## src/design/bli_pkg.sv

```systemverilog
// shared types, widths, reset values and blink gap tables for the battery level indicator
// no dependencies
package bli_pkg;

    localparam int TS_W       = 32;
    localparam int MV_W       = 16;
    localparam int PHASE_W    = 3;
    localparam int LEVEL_W    = 3;
    localparam int GAP_W      = 10;
    localparam int NUM_THRESH = 8;
    localparam int IDX_W      = 3;
    localparam int ADDR_W     = 5;
    localparam int DATA_W     = 32;
    localparam int S_TDATA_W  = 48;
    localparam int M_TDATA_W  = 8;

    // bit positions of the result fields in m_tdata
    localparam int LED_WRITE_BIT = 0;
    localparam int LED_LEVEL_BIT = 1;
    localparam int LOW_BATT_BIT  = 2;

    typedef enum logic [IDX_W-1:0] {
        REG_LVL4_M0,
        REG_LVL3_M0,
        REG_LVL2_M0,
        REG_LVL1_M0,
        REG_LVL4_M1,
        REG_LVL3_M1,
        REG_LVL2_M1,
        REG_LVL1_M1
    } reg_idx_t;

    typedef logic [MV_W-1:0] mv_t;

    typedef struct packed {
        logic low_battery;
        logic led_level;
        logic led_write;
    } result_t;

    localparam mv_t THRESH_RESET [NUM_THRESH] = '{
        16'd7900, 16'd7400, 16'd7000, 16'd6400,
        16'd7800, 16'd7200, 16'd6600, 16'd6000
    };

    // gap before the first pulse of a pattern
    function automatic logic [GAP_W-1:0] idle_gap(input logic [LEVEL_W-1:0] lvl);
        logic [GAP_W-1:0] g;
        case (lvl)
            3'd1:    g = 10'd750;
            3'd2:    g = 10'd490;
            3'd3:    g = 10'd300;
            3'd4:    g = 10'd300;
            default: g = '0;
        endcase
        return g;
    endfunction

    // gap before each later edge of a pattern, within and between pulses
    function automatic logic [GAP_W-1:0] pulse_gap(input logic [LEVEL_W-1:0] lvl);
        logic [GAP_W-1:0] g;
        case (lvl)
            3'd1:    g = 10'd250;
            3'd2:    g = 10'd170;
            3'd3:    g = 10'd140;
            3'd4:    g = 10'd100;
            default: g = '0;
        endcase
        return g;
    endfunction

endpackage

```

## src/design/battery_level_blink_indicator.sv

```systemverilog
// battery level blink indicator: threshold registers, sample register, blink state and result register
// depends on bli_pkg
//
// channel   direction  transaction content
// s_*       in         timestamp and voltage in tdata, mode in tuser
// m_*       out        led write, led level, low battery flag in tdata
// apb       in/out     eight 16-bit threshold registers at byte address 4*i
//
// one sample per cycle sustained while m_* is ready; an accepted sample loads the sample
// register and then moves into the result register, which drives m_*.
// the blink state updates as the sample moves into the result register,
// so the next sample always sees it. reset clears the blink state and valids and reloads
// the thresholds. a stalled m_* holds the result and the sample register, and s_tready
// drops only when both are full.
module battery_level_blink_indicator (
    input  logic                            aclk,
    input  logic                            aresetn,
    input  logic                            s_tvalid,
    output logic                            s_tready,
    input  logic [bli_pkg::S_TDATA_W-1:0]   s_tdata,   // now_ms[31:0], battery_mv[47:32]
    input  logic                            s_tuser,   // mode[0]
    output logic                            m_tvalid,
    input  logic                            m_tready,
    output logic [bli_pkg::M_TDATA_W-1:0]   m_tdata,   // led_write[0], led_level[1],
                                                       // low_battery[2], zero fill[7:3]
    input  logic                            psel,
    input  logic                            penable,
    input  logic                            pwrite,
    input  logic [bli_pkg::ADDR_W-1:0]      paddr,
    input  logic [bli_pkg::DATA_W-1:0]      pwdata,
    output logic [bli_pkg::DATA_W-1:0]      prdata,
    output logic                            pready
);
    import bli_pkg::*;

    mv_t                thresh_reg [NUM_THRESH];

    logic               in_valid_reg;
    logic [TS_W-1:0]    in_now_reg;
    logic               in_mode_reg;
    mv_t                in_mv_reg;

    logic               out_valid_reg;
    result_t            result_reg;
    result_t            result_next;

    logic [PHASE_W-1:0] phase_reg;
    logic [PHASE_W-1:0] phase_next;
    logic [TS_W-1:0]    last_reg;
    logic [TS_W-1:0]    last_next;

    logic               advance;
    logic               s_accept;
    logic               cfg_wr;

    mv_t                t4, t3, t2, t1;
    logic [LEVEL_W-1:0] level;
    logic [PHASE_W:0]   phases;
    logic [GAP_W-1:0]   gap;
    logic [TS_W-1:0]    elapsed;

    assign pready   = 1'b1;
    assign cfg_wr   = psel && penable && pwrite && pready;
    assign prdata   = DATA_W'(thresh_reg[paddr[IDX_W+1:2]]);

    assign advance  = in_valid_reg && (!out_valid_reg || m_tready);
    assign s_tready = !in_valid_reg || advance;
    assign s_accept = s_tvalid && s_tready;

    assign m_tvalid = out_valid_reg;
    assign m_tdata  = M_TDATA_W'(result_reg);

    // level decode, highest threshold first
    always_comb begin
        t4 = in_mode_reg ? thresh_reg[REG_LVL4_M1] : thresh_reg[REG_LVL4_M0];
        t3 = in_mode_reg ? thresh_reg[REG_LVL3_M1] : thresh_reg[REG_LVL3_M0];
        t2 = in_mode_reg ? thresh_reg[REG_LVL2_M1] : thresh_reg[REG_LVL2_M0];
        t1 = in_mode_reg ? thresh_reg[REG_LVL1_M1] : thresh_reg[REG_LVL1_M0];
        if (in_mv_reg > t4) begin
            level = 3'd4;
        end else if (in_mv_reg > t3) begin
            level = 3'd3;
        end else if (in_mv_reg > t2) begin
            level = 3'd2;
        end else if (in_mv_reg > t1) begin
            level = 3'd1;
        end else begin
            level = 3'd0;
        end
    end

    always_comb begin
        result_next = '0;
        phase_next  = phase_reg;
        last_next   = last_reg;
        phases      = {level, 1'b0};
        gap         = (phase_reg == '0) ? idle_gap(level) : pulse_gap(level);
        elapsed     = in_now_reg - last_reg;
        if (level == '0) begin
            result_next.low_battery = 1'b1;
        end else if ({1'b0, phase_reg} >= phases) begin
            // level dropped under the current phase: restart the pattern quietly
            phase_next = '0;
            last_next  = in_now_reg;
        end else if (elapsed > TS_W'(gap)) begin
            result_next.led_write = 1'b1;
            result_next.led_level = ~phase_reg[0];
            phase_next = (({1'b0, phase_reg} + 1'b1) == phases) ? '0 : phase_reg + 1'b1;
            last_next  = in_now_reg;
        end
    end

    always_ff @(posedge aclk) begin
        if (!aresetn) begin
            in_valid_reg  <= 1'b0;
            out_valid_reg <= 1'b0;
            phase_reg     <= '0;
            last_reg      <= '0;
            for (int i = 0; i < NUM_THRESH; i++) begin
                thresh_reg[i] <= THRESH_RESET[i];
            end
        end else begin
            if (s_accept) begin
                in_valid_reg <= 1'b1;
            end else if (advance) begin
                in_valid_reg <= 1'b0;
            end
            if (advance) begin
                out_valid_reg <= 1'b1;
                phase_reg     <= phase_next;
                last_reg      <= last_next;
            end else if (m_tready) begin
                out_valid_reg <= 1'b0;
            end
            if (cfg_wr) begin
                thresh_reg[paddr[IDX_W+1:2]] <= pwdata[MV_W-1:0];
            end
        end
    end

    always_ff @(posedge aclk) begin
        if (s_accept) begin
            in_now_reg  <= s_tdata[TS_W-1:0];
            in_mv_reg   <= s_tdata[TS_W+MV_W-1:TS_W];
            in_mode_reg <= s_tuser;
        end
        if (advance) begin
            result_reg <= result_next;
        end
    end

endmodule

```

## config.mk

```make
export PLATFORM = sky130hd
export DESIGN_NAME = battery_level_blink_indicator
export DESIGN_NICKNAME = d
export VERILOG_FILES = /design/src/design/bli_pkg.sv /design/src/design/battery_level_blink_indicator.sv
export SDC_FILE = /design/constraint.sdc
export NUM_CORES = 1
export LEC_CHECK = 0
export BUFFER_PORTS_ARGS = -buffer_cell sky130_fd_sc_hd__clkbuf_2
export CAP_MARGIN = 10
export CORE_UTILIZATION = 30
export CTS_BUF_LIST = sky130_fd_sc_hd__clkbuf_4
export DETAILED_ROUTE_END_ITERATION = 8
export MAX_ROUTING_LAYER = met4
export PLACE_DENSITY = 0.5
export SYNTH_ARGS = -nofsm -noshare
export SYNTH_HDL_FRONTEND = slang
export SYNTH_SLANG_ARGS = --single-unit
```

## constraint.sdc

```tcl
create_clock -name aclk -period 5.7 [get_ports aclk]
set_input_delay 0.285 -clock aclk [delete_from_list [all_inputs] [get_ports aclk]]
set_output_delay 0.285 -clock aclk [all_outputs]
set_load 0.02 [all_outputs]
```

* Word-level counts from Yosys, hierarchy flattened
Memories as Yosys holds them, arrays and structs flattened.
Cells that the tools add are included.
** Operators by class
- Add/sub/neg operators :: 3
- Order comparisons :: 6
- Equality and inequality tests :: 5
- Multiplexer cells :: 29
- Bitwise operators :: 3
- Reduce and logical (&&, ||, !) cells :: 18
** Operators by type and width (number)
- $mux W16 :: 5
- $gt A16 B16 Y1 :: 4
- $mux W32 :: 2
- $gt A32 B10 Y1 :: 1
- $pmux W8 S4 :: 1
- $sub A32 B32 Y32 :: 1
- $pmux W10 S3 :: 1
- $reduce_or A16 Y1 :: 1
- $mux W3 :: 5
- $mux W1 :: 12
- $mux W10 :: 1
- $eq A3 B2 Y1 const B :: 2
- $logic_not A3 Y1 :: 2
- $reduce_bool A2 Y1 :: 3
- $add A3 B1 Y4 const B :: 1
- $eq A4 B4 Y1 :: 1
- $ge A3 B4 Y1 :: 1
- $logic_and A1 B1 Y1 :: 4
- $mux W2 :: 2
- $reduce_or A2 Y1 :: 2
- $add A3 B1 Y3 const B :: 1
- $eq A3 B1 Y1 const B :: 1
- $eq A3 B3 Y1 const B :: 1
- $not A1 Y1 :: 3
- other kinds (4) :: 6
** Storage, ports and cells
- Register bits after elaboration :: 89
- RAM bits :: 128
- Bits of input ports :: 93
- Output and inout port bits :: 43
- Logic and storage cells :: 75
- Memories :: 1
** Memory list
- thresh_reg :: depth 8, bits a word 16, read ports 9, clocked after Yosys merged registers in 0, write ports 8, line battery_level_blink_indicator.sv:36 : mv_t thresh_reg [NUM_THRESH];

* Depth between registers and ports, before layout
An unclocked memory read counts as a cell.
- Depth after elaboration :: 14
- Mapped depth :: 26
- Depth with buffers taken out :: 22

* Worst setup path after synthesis
OpenSTA, ideal clock, no wires.
- Path type :: register to register
- From :: reg in_mode_reg
- To :: reg last_reg[0]
- Setup time :: 118 ps
- Arrival time :: 5598 ps
- Data required time :: 5582 ps
- Path slack :: -16 ps
- Stages on the path, launching flop included :: 26
- Buffers on the path :: 5
- Clock period less this slack :: 5716 ps
- Cells stage by stage :: edfxtp_1 > clkbuf_1 > buf_1 > mux2i_1 > ha_1 > and4_1 > nand3_1 > or4_1 > and2_1 > clkbuf_1 > or2_2 > nor2_1 > o21ai_0 > ha_1 > nand4_1 > o32ai_1 > a31oi_1 > a211oi_1 > nand4b_1 > a2111oi_0 > nand4_1 > or4_4 > and2_4 > buf_6 > buf_12 > mux2i_1
** On the way
- Longest elaborated chain between the ends :: 13
- Elaborated cells between the ends (all ways) :: 27
- Those cells by class :: order compare: 6; eq/ne: 4; mux: 12; bitwise: 1; reduce/logical: 4
** Ends and longest elaborated chain
- start, declared :: line battery_level_blink_indicator.sv:40 : logic in_mode_reg;
- start signal, assigned :: line battery_level_blink_indicator.sv:145 : in_mode_reg <= s_tuser;
- $mux W16 :: line battery_level_blink_indicator.sv:78 : t1 = in_mode_reg ? thresh_reg[REG_LVL1_M1] : thresh_reg[REG_LVL1_M0];
- $gt A16 B16 Y1 :: line battery_level_blink_indicator.sv:85 : end else if (in_mv_reg > t1) begin
- $mux W1 :: line battery_level_blink_indicator.sv:85
- $mux W2 :: line battery_level_blink_indicator.sv:83 : end else if (in_mv_reg > t2) begin
- $mux W2 :: line battery_level_blink_indicator.sv:81 : end else if (in_mv_reg > t3) begin
- $mux W3 (*) :: line battery_level_blink_indicator.sv:79 : if (in_mv_reg > t4) begin
- $eq A3 B3 Y1 / $eq A3 B2 Y1 (equally long branches) :: line bli_pkg.sv:49, bli_pkg.sv:62
- $reduce_or A2 Y1 (no source line)
- $pmux W10 S3 :: line bli_pkg.sv:49 : case (lvl)
- $mux W10 :: line battery_level_blink_indicator.sv:97 : gap = (phase_reg == '0) ? idle_gap(level) : pulse_gap(level);
- $gt A32 B10 Y1 :: line battery_level_blink_indicator.sv:105 : end else if (elapsed > TS_W'(gap)) begin
- $reduce_bool A2 Y1 (no source line)
- $reduce_and A3 Y1 (no source line)
- end signal, assigned :: line battery_level_blink_indicator.sv:131 : last_reg <= last_next;
- end, declared :: line battery_level_blink_indicator.sv:49 : logic [TS_W-1:0] last_reg;
Mark *: on every way between the ends. The rest lies on a longest branch, timed or not.
A chain may end at the register's enable or synchronous reset.

* Worst setup path in the final report
- From :: reg in_mode_reg
- To :: reg last_reg[30]
Same word-level chain as after synthesis.

==> results.toml <==
[floorplanning]
initial_utilization = 0.3049
design.die.area_mm2 = 0.04590
chipWidth_um = 214.2
coreArea_mm2 = 0.04432
num_io_pins = 136
floorplan_row_count = 77
die-height_um = 214.2

[sta]
skew_ps = 90.25
max_freq_ghz = 0.1770
timing.final.max_slew_violations = 0
timing.final.ws_setup_ps = 49.20
grt_setup_unrepaired = "true"
fin_crit_ps = 5651
report.final.setup_viol = 0
timing.max_slew.rel_slack = 0.1648
timing_hold_violations_final = 0
min_period_over_period = 0.9914
timing_worst_slew_pin_value_ps = 1251

[synthesis]
syn_area_per_cell_um2 = 10.62
ys_top_cells_by_area = "edfxtp_1 (40%), ha_1 (10%), mux2i_1 (7.1%)"
synth_warnings = 0
async_sr_flop_fraction = 0
netlist_area_mm2 = 0.01351
number_of_enable_type_register_cells_in_the_synthesized_netlist = 180
synthDistinctLibCells = 75
synth.yosys.seq_area_share = 0.4548
synth.ff_latch_count = 217
synthFlopType = "edfxtp_1"
synth_top_cell_by_area = "edfxtp_1"
yosysTopAreaCellShare = 0.4000
syn_inst = 1272

[grt]
grt_antenna_before_repair = 1
grt-busiest-layer = "met2"
met3_usage = 0.02809
globalRouteMet2Util = 0.3136
total_global_route_track_usage = 0.1877
grt_pass1_vias = 11177
groute.layer.met1.usage = 0.2279
grt_pass1_wl_mm = 64.17
grt_overflow = 0
pin_count_of_the_biggest_net_entering_global_routing = 81

[outcome]
status = "complete, no violations"

[cells_and_area]
layout-drive-gt1-share = 0.2171
seqCellArea_mm2 = 0.006146
num-nets-final = 1719
multi_input_area_mm2 = 0.007122
areaGrowthSynthToFinish_pct = 25.07
largest_register_ff_count = 128
final.fill_count = 4464
cell_count_final_fillers_out = 2159

[route]
via_count = 10947
remaining_drc_errors = 0
totalWireLength_mm = 42.73
via_per_inst = 5.070
initialDrtViolationCount = 664
routedWlPerCell_um = 19.79
number_of_detailed_route_iterations_in_the_first_pass = 5
drtAntennaViolNets = 0

[place]
gpl.final_weighted_congestion = 0.8441
place.detailed.instances = 1958
place_ws_ps = -277.8
port-buffer-count = 95
place.detailed.hpwl_mm = 28.16

[critical_path]
setup.worst_path.start = "in_mode_reg"
ws_path_type = "reg -> reg"
regToRegStartpoint = "in_mode_reg"
arrival_ps = 6270
element_type_at_the_critical_path_start = "flip-flop"
setup.worst_path.end_class = "flip-flop"
cp_data_required_time_ps = 6320
worstPathMaxFanout = 8

[flow_run]
timing.max_cap.violations = 0

[hold_path]
worst_hold_path_type = "in -> reg"
hold_path_startpoint = "penable"

[power_and_ir_drop]
netsw_mw = 1.365
p_int_mw = 3.069
vdd.ir_drop.worst_mv = 0.1233
net_switching_fraction_of_the_power = 0.3078
total_leakage_power_nw = 6.717
power.density_mw_per_mm2 = 262.3
power.share.clock = 0.345
seq_power_share = 0.423
combPwrFrac = 0.232

[clock_network]
cts_htree_levels = 2
tritoncts_num_sinks = 217
cts_buffers = 61
clock_tree.buffer_depth = 3
tritoncts = "yes"
clk_root_buffer_cell = "clkbuf_4"
worstSkewPairLatency_ps = 820
clkSlewWorstSetupHoldPaths_ps = 70
## layout by cell type (no fill, tap or decap), types with 22 or more instances in the layout
cell,count
edfxtp_1,180
inv_1,46
clkbuf_4,90
clkbuf_2,94
buf_4,64
and3_1,59
nand2_1,108
dfxtp_1,37
nor2_1,29
mux2i_1,82
nand4_1,43
o21ai_0,23
nand2b_1,62
ha_1,102
a22oi_1,64
dlygate4sd3_1,69
a21oi_1,70
conb_1,22
and2_1,33
## cells in the mapped netlist, drive strengths merged, types with 7 or more instances
library cell  number
nor4               7
nand4             44
nor2              34
nor2b             15
xnor2             13
ha               108
a21o              16
mux2i             96
a22oi             64
nand2b            63
and3              59
nand3             13
nor3              14
o211ai            15
edfxtp           180
inv               46
o21a              12
and2              38
a21oi             74
a211oi             9
dfxtp             37
nand2            108
buf               36
clkbuf            48
o21ai             31
## layout make-up
cell class              count  share of cell area
diodes                      1           0.0001480
multi-input cells         949              0.4213
well taps                 592             0.04382
flip-flops and latches    217              0.3636
clock inverters            22            0.008735
repair buffers            242              0.1121
inverters                  46             0.01022
clock buffers              90             0.03997
## layer usage
layer / wire length (um) / part of all wire / vias to the layer above
li1: - / - / 5299
met1: 18500 / 0.43 / 5274
met2: 21100 / 0.49 / 297
met3: 1923 / 0.045 / 77
met4: 1202 / 0.028 / 0
met5: 0 / 0 / -
## repair_timing
item / CTS / global route
gates cloned: 4 / 2
setup endpoints to repair: 35 / 37
resized for setup: 14 / 52
buffers inserted: 0 / 14
hold buffers: 69 / 0
hold endpoints to repair: 179 / 0
pin swaps: 0 / 8
## metrics by stage
stage / setup TNS (ps) / util / area [um2] / total power, mW / hold WS, ps
2_1_floorplan: 0 / - / 13590 / 2.504 / 383.9
3_3_place_gp: -4948 / 0.3356 / 14870 / 2.803 / 441.6
3_5_place_dp: -8780 / 0.3363 / 14900 / 2.824 / 446.6
4_1_cts: 0 / 0.3722 / 16490 / 4.433 / 43.54
5_1_grt: -7913 / 0.3814 / 16900 / 4.682 / 105.6
6_report: 0 / 0.3814 / 16900 / 4.434 / 116.0
## cells by family after synthesis
| kind of cell | share of synthesized area |
|---|---|
| xor gates and xnor gates | 0.01037 |
| DFF | 0.4548 |
| adders and majority gates | 0.1015 |
| other | 0.0005557 |
| buffers and inverters | 0.04685 |
| AOI/OAI and AO/OA | 0.1393 |
| muxes | 0.07444 |
| and+or+nand+nor | 0.1722 |
## worst max-delay path, cell delays in order, from the launching register on
cell       delay, ps
edfxtp_1         420
buf_6            160
clkbuf_16        170
buf_4            140
mux2i_2          240
ha_1             300
a21oi_1          120
o21ai_0          130
a221oi_2         360
nor2_2           100
or2_1            250
or2_4            290
nor2b_4          130
nand2_1           70
ha_1             290
nand4_1          120
o32ai_2          280
a31oi_1           90
a211oi_1         180
nand4b_1         160
a2111oi_2        240
buf_4            170
nand4_1          120
or4_4            520
and2_4           270
mux2i_1          130
## final timing paths
check,to,slack [ps],cells past startpoint
worst max-delay path,last_reg[30],50,25
worst min-delay path,thresh_reg[3][11],120,5
worst max register to register,last_reg[30],50,25
worst min register to register,last_reg[26],460,2
## power groups by stage
stage               clock, mW  combinational (mW)  sequential, mW
CTS                      1.59               0.975            1.87
finish                   1.53                1.03            1.88
detailed placement          0               0.919            1.90
global route             1.66                1.14            1.89
global placement            0               0.899            1.90
floorplan                   0               0.619            1.88
(Power assumes the default switching activity.)
